## src/design/mvab_pkg.sv

```systemverilog
package mvab_pkg;

	localparam int MAX_VERTICES         = 1024;
	localparam int MAX_NEIGHBOURS       = 16;
	localparam int MAX_FACES_PER_VERTEX = 16;
	localparam int FACE_NUMBER_BITS     = 16;

	localparam int VW  = 10;
	localparam int NCW = $clog2(MAX_NEIGHBOURS + 1);
	localparam int FCW = $clog2(MAX_FACES_PER_VERTEX + 1);
	localparam int NIW = $clog2(MAX_NEIGHBOURS);
	localparam int FIW = $clog2(MAX_FACES_PER_VERTEX);
	localparam int NAW = VW + NIW;
	localparam int FAW = VW + FIW;
	localparam int FNW = FACE_NUMBER_BITS + 1;

	localparam logic [1:0] KIND_ACK   = 2'd0;
	localparam logic [1:0] KIND_NEIGH = 2'd1;
	localparam logic [1:0] KIND_FACE  = 2'd2;
	localparam logic [1:0] KIND_EMPTY = 2'd3;

	localparam logic [1:0] ST_OK      = 2'd0;
	localparam logic [1:0] ST_DROP    = 2'd1;
	localparam logic [1:0] ST_EXHAUST = 2'd2;

	localparam logic CMD_ADD  = 1'b0;
	localparam logic CMD_READ = 1'b1;

	// datapath commands from controller
	typedef enum logic [3:0] {
		OP_NONE,
		OP_LOAD,     // capture input item
		OP_CNT_RD,   // read counts of selected owner
		OP_FACE_APP, // append face to owner
		OP_NB_RD,    // read neighbour entry at scan index
		OP_NB_CMP,   // compare read entry with partner
		OP_NB_APP,   // append partner to owner
		OP_EMIT_ACK,
		OP_EMIT_NB,
		OP_EMIT_FC,
		OP_EMIT_EMPTY,
		OP_CLEAR     // clear one count entry after reset
	} op_t;

	typedef struct packed {
		op_t        op;
		logic [1:0] owner;   // corner index
		logic [1:0] partner; // corner index
		logic [4:0] idx;     // list scan / read index
		logic       last;
	} cmd_t;

	typedef struct packed {
		logic           cmd;
		logic           exhausted;
		logic           owner_ok;
		logic [NCW-1:0] ncount;
		logic [FCW-1:0] fcount;
		logic           match;
		logic           clear_done;
	} sts_t;

endpackage

```

## src/design/mvab_ctrl.sv

```systemverilog
module mvab_ctrl (
	input  logic                clk,
	input  logic                arst_n,
	input  logic                start,
	output logic                busy,
	input  mvab_pkg::sts_t      sts,
	output mvab_pkg::cmd_t      cmd
);
	typedef enum logic [4:0] {
		S_CLEAR, S_IDLE, S_DECIDE, S_FC_ADDR, S_FC_CNT, S_FC_APP,
		S_NB_ADDR, S_NB_CNT, S_NB_RD, S_NB_WAIT, S_NB_CMP, S_NB_APP,
		S_ACK, S_RD_ADDR, S_RD_CNT, S_RD_WAIT, S_RD_EMIT
	} state_t;

	state_t     state_q;
	logic [1:0] corner_q;   // face owner
	logic [2:0] pair_q;     // neighbour pair number
	logic [4:0] idx_q;
	logic [5:0] nn_q, nf_q;
	logic [5:0] k_q;
	logic [1:0] own_c, par_c;

	// owner/partner for each of the six inserts
	always_comb begin
		case (pair_q)
			3'd0: begin own_c = 2'd0; par_c = 2'd1; end
			3'd1: begin own_c = 2'd0; par_c = 2'd2; end
			3'd2: begin own_c = 2'd1; par_c = 2'd0; end
			3'd3: begin own_c = 2'd1; par_c = 2'd2; end
			3'd4: begin own_c = 2'd2; par_c = 2'd0; end
			default: begin own_c = 2'd2; par_c = 2'd1; end
		endcase
	end

	logic [5:0] total;
	assign total = nn_q + nf_q;

	// command decode
	always_comb begin
		cmd = '{op: mvab_pkg::OP_NONE, owner: 2'd0, partner: 2'd0, idx: idx_q, last: 1'b0};
		case (state_q)
			S_CLEAR:   cmd.op = mvab_pkg::OP_CLEAR;
			S_IDLE:    cmd.op = start ? mvab_pkg::OP_LOAD : mvab_pkg::OP_NONE;
			S_FC_ADDR: cmd.owner = corner_q;
			S_FC_CNT:  begin cmd.owner = corner_q; cmd.op = mvab_pkg::OP_CNT_RD; end
			S_FC_APP:  begin cmd.owner = corner_q; cmd.op = mvab_pkg::OP_FACE_APP; end
			S_NB_ADDR: begin cmd.owner = own_c; cmd.partner = par_c; end
			S_NB_CNT:  begin cmd.owner = own_c; cmd.partner = par_c; cmd.op = mvab_pkg::OP_CNT_RD; end
			S_NB_RD, S_NB_WAIT: begin cmd.owner = own_c; cmd.partner = par_c; end
			S_NB_CMP:  begin cmd.owner = own_c; cmd.partner = par_c; cmd.op = mvab_pkg::OP_NB_CMP; end
			S_NB_APP:  begin cmd.owner = own_c; cmd.partner = par_c; cmd.op = mvab_pkg::OP_NB_APP; end
			S_ACK:     cmd.op = mvab_pkg::OP_EMIT_ACK;
			S_RD_CNT:  cmd.op = mvab_pkg::OP_CNT_RD;
			S_RD_WAIT: if (total == 6'd0) cmd.op = mvab_pkg::OP_EMIT_EMPTY;
			S_RD_EMIT: begin
				cmd.op   = (k_q < nn_q) ? mvab_pkg::OP_EMIT_NB : mvab_pkg::OP_EMIT_FC;
				cmd.last = (k_q + 6'd1 == total) || (k_q == 6'd31);
			end
			default: ;
		endcase
		if (state_q == S_RD_WAIT || state_q == S_RD_EMIT) begin
			cmd.idx = (k_q + 6'd1 < nn_q || (state_q == S_RD_WAIT && nn_q != 0)) ?
				5'(state_q == S_RD_WAIT ? 6'd0 : k_q + 6'd1) :
				5'((state_q == S_RD_WAIT ? 6'd0 : k_q + 6'd1) - nn_q);
		end
	end

	// sequencer: clear pass, face appends, per entry read scan for duplicates then append, read-out
	always_ff @(posedge clk or negedge arst_n) begin
		if (!arst_n) begin
			state_q  <= S_CLEAR;
			busy     <= 1'b1;
			corner_q <= '0;
			pair_q   <= '0;
			idx_q    <= '0;
			nn_q     <= '0;
			nf_q     <= '0;
			k_q      <= '0;
		end else begin
			case (state_q)
				S_CLEAR: if (sts.clear_done) begin
					busy <= 1'b0; state_q <= S_IDLE;
				end
				S_IDLE: if (start) begin
					busy <= 1'b1; state_q <= S_DECIDE;
				end
				S_DECIDE: begin
					corner_q <= '0; pair_q <= '0; idx_q <= '0; k_q <= '0;
					if (sts.cmd == mvab_pkg::CMD_READ) state_q <= S_RD_ADDR;
					else if (sts.exhausted) state_q <= S_ACK;
					else state_q <= S_FC_ADDR;
				end
				S_FC_ADDR: state_q <= S_FC_CNT;
				S_FC_CNT:  state_q <= S_FC_APP;
				S_FC_APP: begin
					if (corner_q == 2'd2) state_q <= S_NB_ADDR;
					else begin corner_q <= corner_q + 2'd1; state_q <= S_FC_ADDR; end
				end
				S_NB_ADDR: state_q <= S_NB_CNT;
				S_NB_CNT: begin
					idx_q   <= '0;
					nn_q    <= 6'(sts.ncount);
					state_q <= (sts.ncount == '0 || !sts.owner_ok) ? S_NB_APP : S_NB_RD;
				end
				S_NB_RD:   state_q <= S_NB_WAIT;
				S_NB_WAIT: state_q <= S_NB_CMP;
				S_NB_CMP: begin
					if (6'(idx_q) + 6'd1 >= nn_q) state_q <= S_NB_APP;
					else begin idx_q <= idx_q + 5'd1; state_q <= S_NB_RD; end
				end
				S_NB_APP: begin
					if (pair_q == 3'd5) state_q <= S_ACK;
					else begin pair_q <= pair_q + 3'd1; state_q <= S_NB_ADDR; end
				end
				S_ACK: begin
					busy <= 1'b0; state_q <= S_IDLE;
				end
				S_RD_ADDR: state_q <= S_RD_CNT;
				S_RD_CNT: begin
					nn_q <= sts.owner_ok ? 6'(sts.ncount) : 6'd0;
					nf_q <= sts.owner_ok ? 6'(sts.fcount) : 6'd0;
					state_q <= S_RD_WAIT;
				end
				S_RD_WAIT: begin
					if (total == 6'd0) begin
						busy <= 1'b0; state_q <= S_IDLE;
					end else state_q <= S_RD_EMIT;
				end
				S_RD_EMIT: begin
					k_q <= k_q + 6'd1;
					if (cmd.last) begin busy <= 1'b0; state_q <= S_IDLE; end
				end
				default: state_q <= S_IDLE;
			endcase
		end
	end
endmodule

```

## config.mk

```make
export PLATFORM = sky130hd
export DESIGN_NAME = mvab_ctrl
export DESIGN_NICKNAME = d
export VERILOG_FILES = /design/src/design/mvab_pkg.sv /design/src/design/mvab_ctrl.sv
export SDC_FILE = /design/constraint.sdc
export NUM_CORES = 1
export LEC_CHECK = 0
export BUFFER_PORTS_ARGS = -buffer_cell sky130_fd_sc_hd__buf_4
export CAP_MARGIN = 20
export CORE_UTILIZATION = 55
export DETAILED_ROUTE_END_ITERATION = 8
export PLACE_DENSITY_LB_ADDON = 0.2
export REMOVE_ABC_BUFFERS = 1
export SLEW_MARGIN = 30
export SYNTH_ARGS = -nofsm -noshare
export SYNTH_HDL_FRONTEND = slang
export SYNTH_SLANG_ARGS = --single-unit
export TNS_END_PERCENT = 1
```

## constraint.sdc

```tcl
create_clock -name clk -period 6.6 [get_ports clk]
set_input_delay 0.66 -clock clk [delete_from_list [all_inputs] [get_ports clk]]
set_output_delay 0.66 -clock clk [all_outputs]
set_load 0.05 [all_outputs]
```

Yosys cells after proc, flatten, opt, wreduce, memory -nomap -nowiden
Cells that the tools add are included.
- register bits: 34
- input port bits: 18
- word-level logic and storage cells: 117
- add/subtract/negate cells: 7
- $lt $le $gt $ge: 3
- eq/ne operators: 31
- mux-type cells: 38
- reductions and logical operators: 30
- operators with widths (cell ; number):
    one-hot mux 5 bit (16 select lines) ; 1
    2-to-1 mux 5 bit ; 10
    equality test 5 x 4 -> 1 bit, second input constant ; 8
    one-hot mux 4 bit (9 select lines) ; 1
    one-hot mux 6 bit (2 select lines) ; 2
    equality test 5 x 3 -> 1 bit, second input constant ; 4
    2-to-1 mux 4 bit ; 4
    one-hot mux 2 bit (2 select lines) ; 4
    less-than comparator 6 bit ; 2
    inequality test 2 bit, second input constant ; 6
    equality test 5 x 2 -> 1 bit, second input constant ; 2
    zero test 5 bit ; 2
    one-hot mux 5 bit (2 select lines) ; 1
    nonzero test 2 bit ; 5
    OR reduction 2 bit ; 5
    2-to-1 mux 2 bit ; 4
    2-to-1 mux 1 bit ; 7
    adder 5 x 1 -> 6 bit, second input constant ; 1
    adder 6 x 1 -> 6 bit, second input constant ; 1
    adder 6 bit ; 1
    equality test 3 x 2 -> 1 bit, second input constant ; 2
    equality test 3 bit, second input constant ; 2
    equality test 6 x 5 -> 1 bit, second input constant ; 1
    equality test 6 bit ; 1
    other kinds (25) ; 32

Depth between registers and ports, before layout
- depth after elaboration: 6
- gate-level depth with buffers: 12
- depth with buffers taken out: 11

Worst setup path before layout
Ideal clock, no wire load.
- path kind: reg2out
- start: register state_q[3]
- end: output port cmd[5] (netlist bit)
- arrival time: 3.203 ns
- slack: 2.737 ns
- cell stages (with the launch flop): 13
- path through: dfrtp_1 -> buf_4 -> nand2_1 -> nor3_1 -> or2_2 -> ha_1 -> inv_1 -> fa_1 -> a21o_1 -> a21oi_1 -> xnor2_1 -> o32ai_1 -> a21oi_1
- RTL lines (item ; line ; RTL):
    start: declaration ; mvab_ctrl.sv:15 ; state_t state_q;
    start signal: assignment ; mvab_ctrl.sv:103 ; state_q <= (sts.ncount == '0 || !sts.owner_ok) ? S_NB_APP : S_NB_RD;
    end: declaration ; mvab_ctrl.sv:7 ; output mvab_pkg::cmd_t cmd

==> results.toml <==
[status]
status = "complete, no violations"

[final_layout]
layout_commonest_cell = "nand2_1"
drive_above_1_share_pct = 15.2
nets = 418
area_growth_pct = 11.8
mostFrequentLayoutCells = "40 x nand2_1, 32 x buf_4, 31 x dfrtp_1, 30 x ha_1, 23 x o21ai_0"
n_antenna_cell = 0
fillCellCount = 466

[global_routing]
track_usage_pct = 25.9
grt_antenna_before_repair = 0
grt_pass1_vias = 2327
grt_pass1_wl_mm = 10.9
grt-ovfl-total = 0
grt_start_max_net_pins = 33

[die]
dieArea_mm2 = 0.00561
ios = 33
start_util_pct = 57.3
rows = 26
fp.coreArea_mm2 = 0.00511
die_h_um = 74.9
die_w_um = 74.9

[timing]
rsz0062_at_grt = "false"
skew_ns = 0.00428
setup_viol = 0
fin_crit_sh_pct = 61.1
fmaxAchievable_mhz = 248
max-slew-margin-rel_pct = 46.1
final_max_slew_viol_count = 0
hold_slack_ns = 0.304
tns_ns = 0
finalCriticalPeriod_ns = 4.03
worst_pin_slew_ns = 0.807
hold_viol = 0

[synthesis]
ys_warn_count = 0
ys.flop_type = "dfrtp_1"
synth_cells = 342
ys_seq_elements = 32
synth_area_mm2 = 0.00293
syn_avg_cell_area_um2 = 8.55
yosysUniqueCellTypes = 59
synth_edf_count = 0
ys_seq_area_share_pct = 27.4
synthArstFlopShare_pct = 100

[setup_path]
cp.required_ns = 5.94
start_kind = "register"
path_class = "register to output pin"
cp.arrival_ns = 3.37
path_max_fanout = 18
rrSetupSlack_ns = 3.83
cp-end-kind = "output pin"

[route]
wirelength_mm = 6.55
highest_layer = "met4"
wl_per_cell_um = 14.9
wl_met2_mm = 3.00
route.detailed.drc = 0
dr_wl_met3_um = 224
vias_per_cell = 5.82
vias = 2556
first_pass_iters = 4
drtIter0Drc = 180
final_antenna_net_count = 0
wl_met1_mm = 3.22

[clock_tree]
post-cts-setup-buffers = 0
h-tree-depth = 2
cts_resized = 0
clk_latency_ns = 0.29
hold_buffers = 0
cts.sinks = 32
cts_buffers = 5
cts_root_buf = "clkbuf_8"
cts.path.max_buffers = 2
path_clk_slew_ns = 0.07
cts_tree = "yes"

[place]
hpwl_mm = 4.92
gp_congestion = 0.838
portBuffers = 31

[job]
maxCapViolCount = 0

[power]
power_density_mw_per_mm2 = 471
ir_drop_mv = 0.269
leakagePower_nw = 1.54

[min_path]
hp-class = "input pin to asynchronous set/reset pin"
Yosys cell counts, types with 3 or more instances:
cell,n,area (um2)
nand2_1,40,150
dfrtp_1,31,776
ha_1,30,375
o21ai_0,23,115
nor2_1,22,82.6
a21oi_1,21,105
inv_1,14,52.6
nor3_1,14,70.1
nand3_1,13,65.1
nand2b_1,12,75.1
clkbuf_1,9,33.8
xor2_1,9,78.8
mux2i_1,8,80.1
a211oi_1,6,45.0
a21o_1,6,45.0
a22o_1,5,43.8
nor2b_1,5,31.3
xnor2_1,5,43.8
and2_1,4,25.0
o21bai_1,4,30.0
o22a_1,4,35.0
or2_2,4,25.0
nor4_1,3,18.8
o211ai_1,3,22.5
o22ai_1,3,18.8
or3_1,3,18.8
through the flow:
step	setup WS, ns	power, mW	std cells	util, %	instance area, um2
3_3_place_gp	2.89	1.36	431	62.2	3180
2_1_floorplan	2.52	1.14	329	-	2850
3_5_place_dp	2.92	1.38	431	62.2	3180
6_report	2.57	1.54	439	64.1	3270
4_1_cts	2.60	1.55	439	64.1	3270
5_1_grt	2.34	1.69	439	64.1	3270
per-layer routing:
metal / vias up / track usage, %
met2: 61 / 39.2
li1: 1291 / -
met4: 0 / 8.39
met3: 11 / 4.15
met1: 1193 / 37.7
met5: - / 0
flip-flops by register name, indices dropped and copies added (netlist names):
register,count
k_q,6
idx_q,5
nf_q,5
nn_q,5
state_q,5
pair_q,3
corner_q,2
busy,1
cell type report:
| class | instances | area [um2] | share of cell area, % |
|---|---|---|---|
| clock buffer | 6 | 82.6 | 2.52 |
| clock inverter | 2 | 10.0 | 0.306 |
| inverter | 14 | 52.6 | 1.61 |
| multi-input combinational | 283 | 2000 | 61.0 |
| sequential | 32 | 802 | 24.5 |
| tap | 70 | 87.6 | 2.68 |
| timing repair buffer | 32 | 240 | 7.34 |
path summary, 6_finish.rpt:
| kind | to | cells past startpoint | start |
|---|---|---|---|
| worst max-delay path | cmd[5] | 12 | state_q[3]$_DFFE_PN0P_ |
| worst min-delay path | k_q[2]$_DFFE_PN0P_ | 1 | arst_n |
| worst max register to register | busy$_DFFE_PN1P_ | 8 | nn_q[0]$_DFFE_PN0P_ |
| worst min register to register | nf_q[4]$_DFFE_PN0P_ | 2 | nf_q[4]$_DFFE_PN0P_ |
| max in group asynchronous | busy$_DFFE_PN1P_ | 1 | arst_n |
| min in group clk | nf_q[4]$_DFFE_PN0P_ | 2 | nf_q[4]$_DFFE_PN0P_ |
cell families after synthesis:
family | after synthesis | synth area share [%]
AO/OA/AOI/OAI | 89 | 20.1
XOR/XNOR | 18 | 7.23
adder cells (fa/ha/maj) | 32 | 14.2
buffers and inverters | 27 | 4.32
flip-flops | 32 | 27.4
multiplexers | 10 | 3.51
AND/OR/NAND/NOR | 134 | 23.2
critical path, cell delays in order, from the launching register on:
cell and delay [ns]:
dfrtp_1 0.68, nand2_1 0.30, nor3_1 0.30, or2_2 0.16, ha_1 0.13, inv_1 0.06
fa_1 0.40, a21o_1 0.19, a21oi_1 0.16, xnor2_1 0.18, o32ai_1 0.12, a21oi_1 0.18
buf_4 0.22
power breakdown:
| part | internal [mW] | leakage (nW) | switching [mW] | total [mW] |
|---|---|---|---|---|
| clock network | 0.0831 | 0.0510 | 0.0739 | 0.157 |
| logic | 0.425 | 1.07 | 0.574 | 0.999 |
| registers | 0.261 | 0.416 | 0.125 | 0.386 |
No activity file was read; power rests on OpenSTA's default activity.
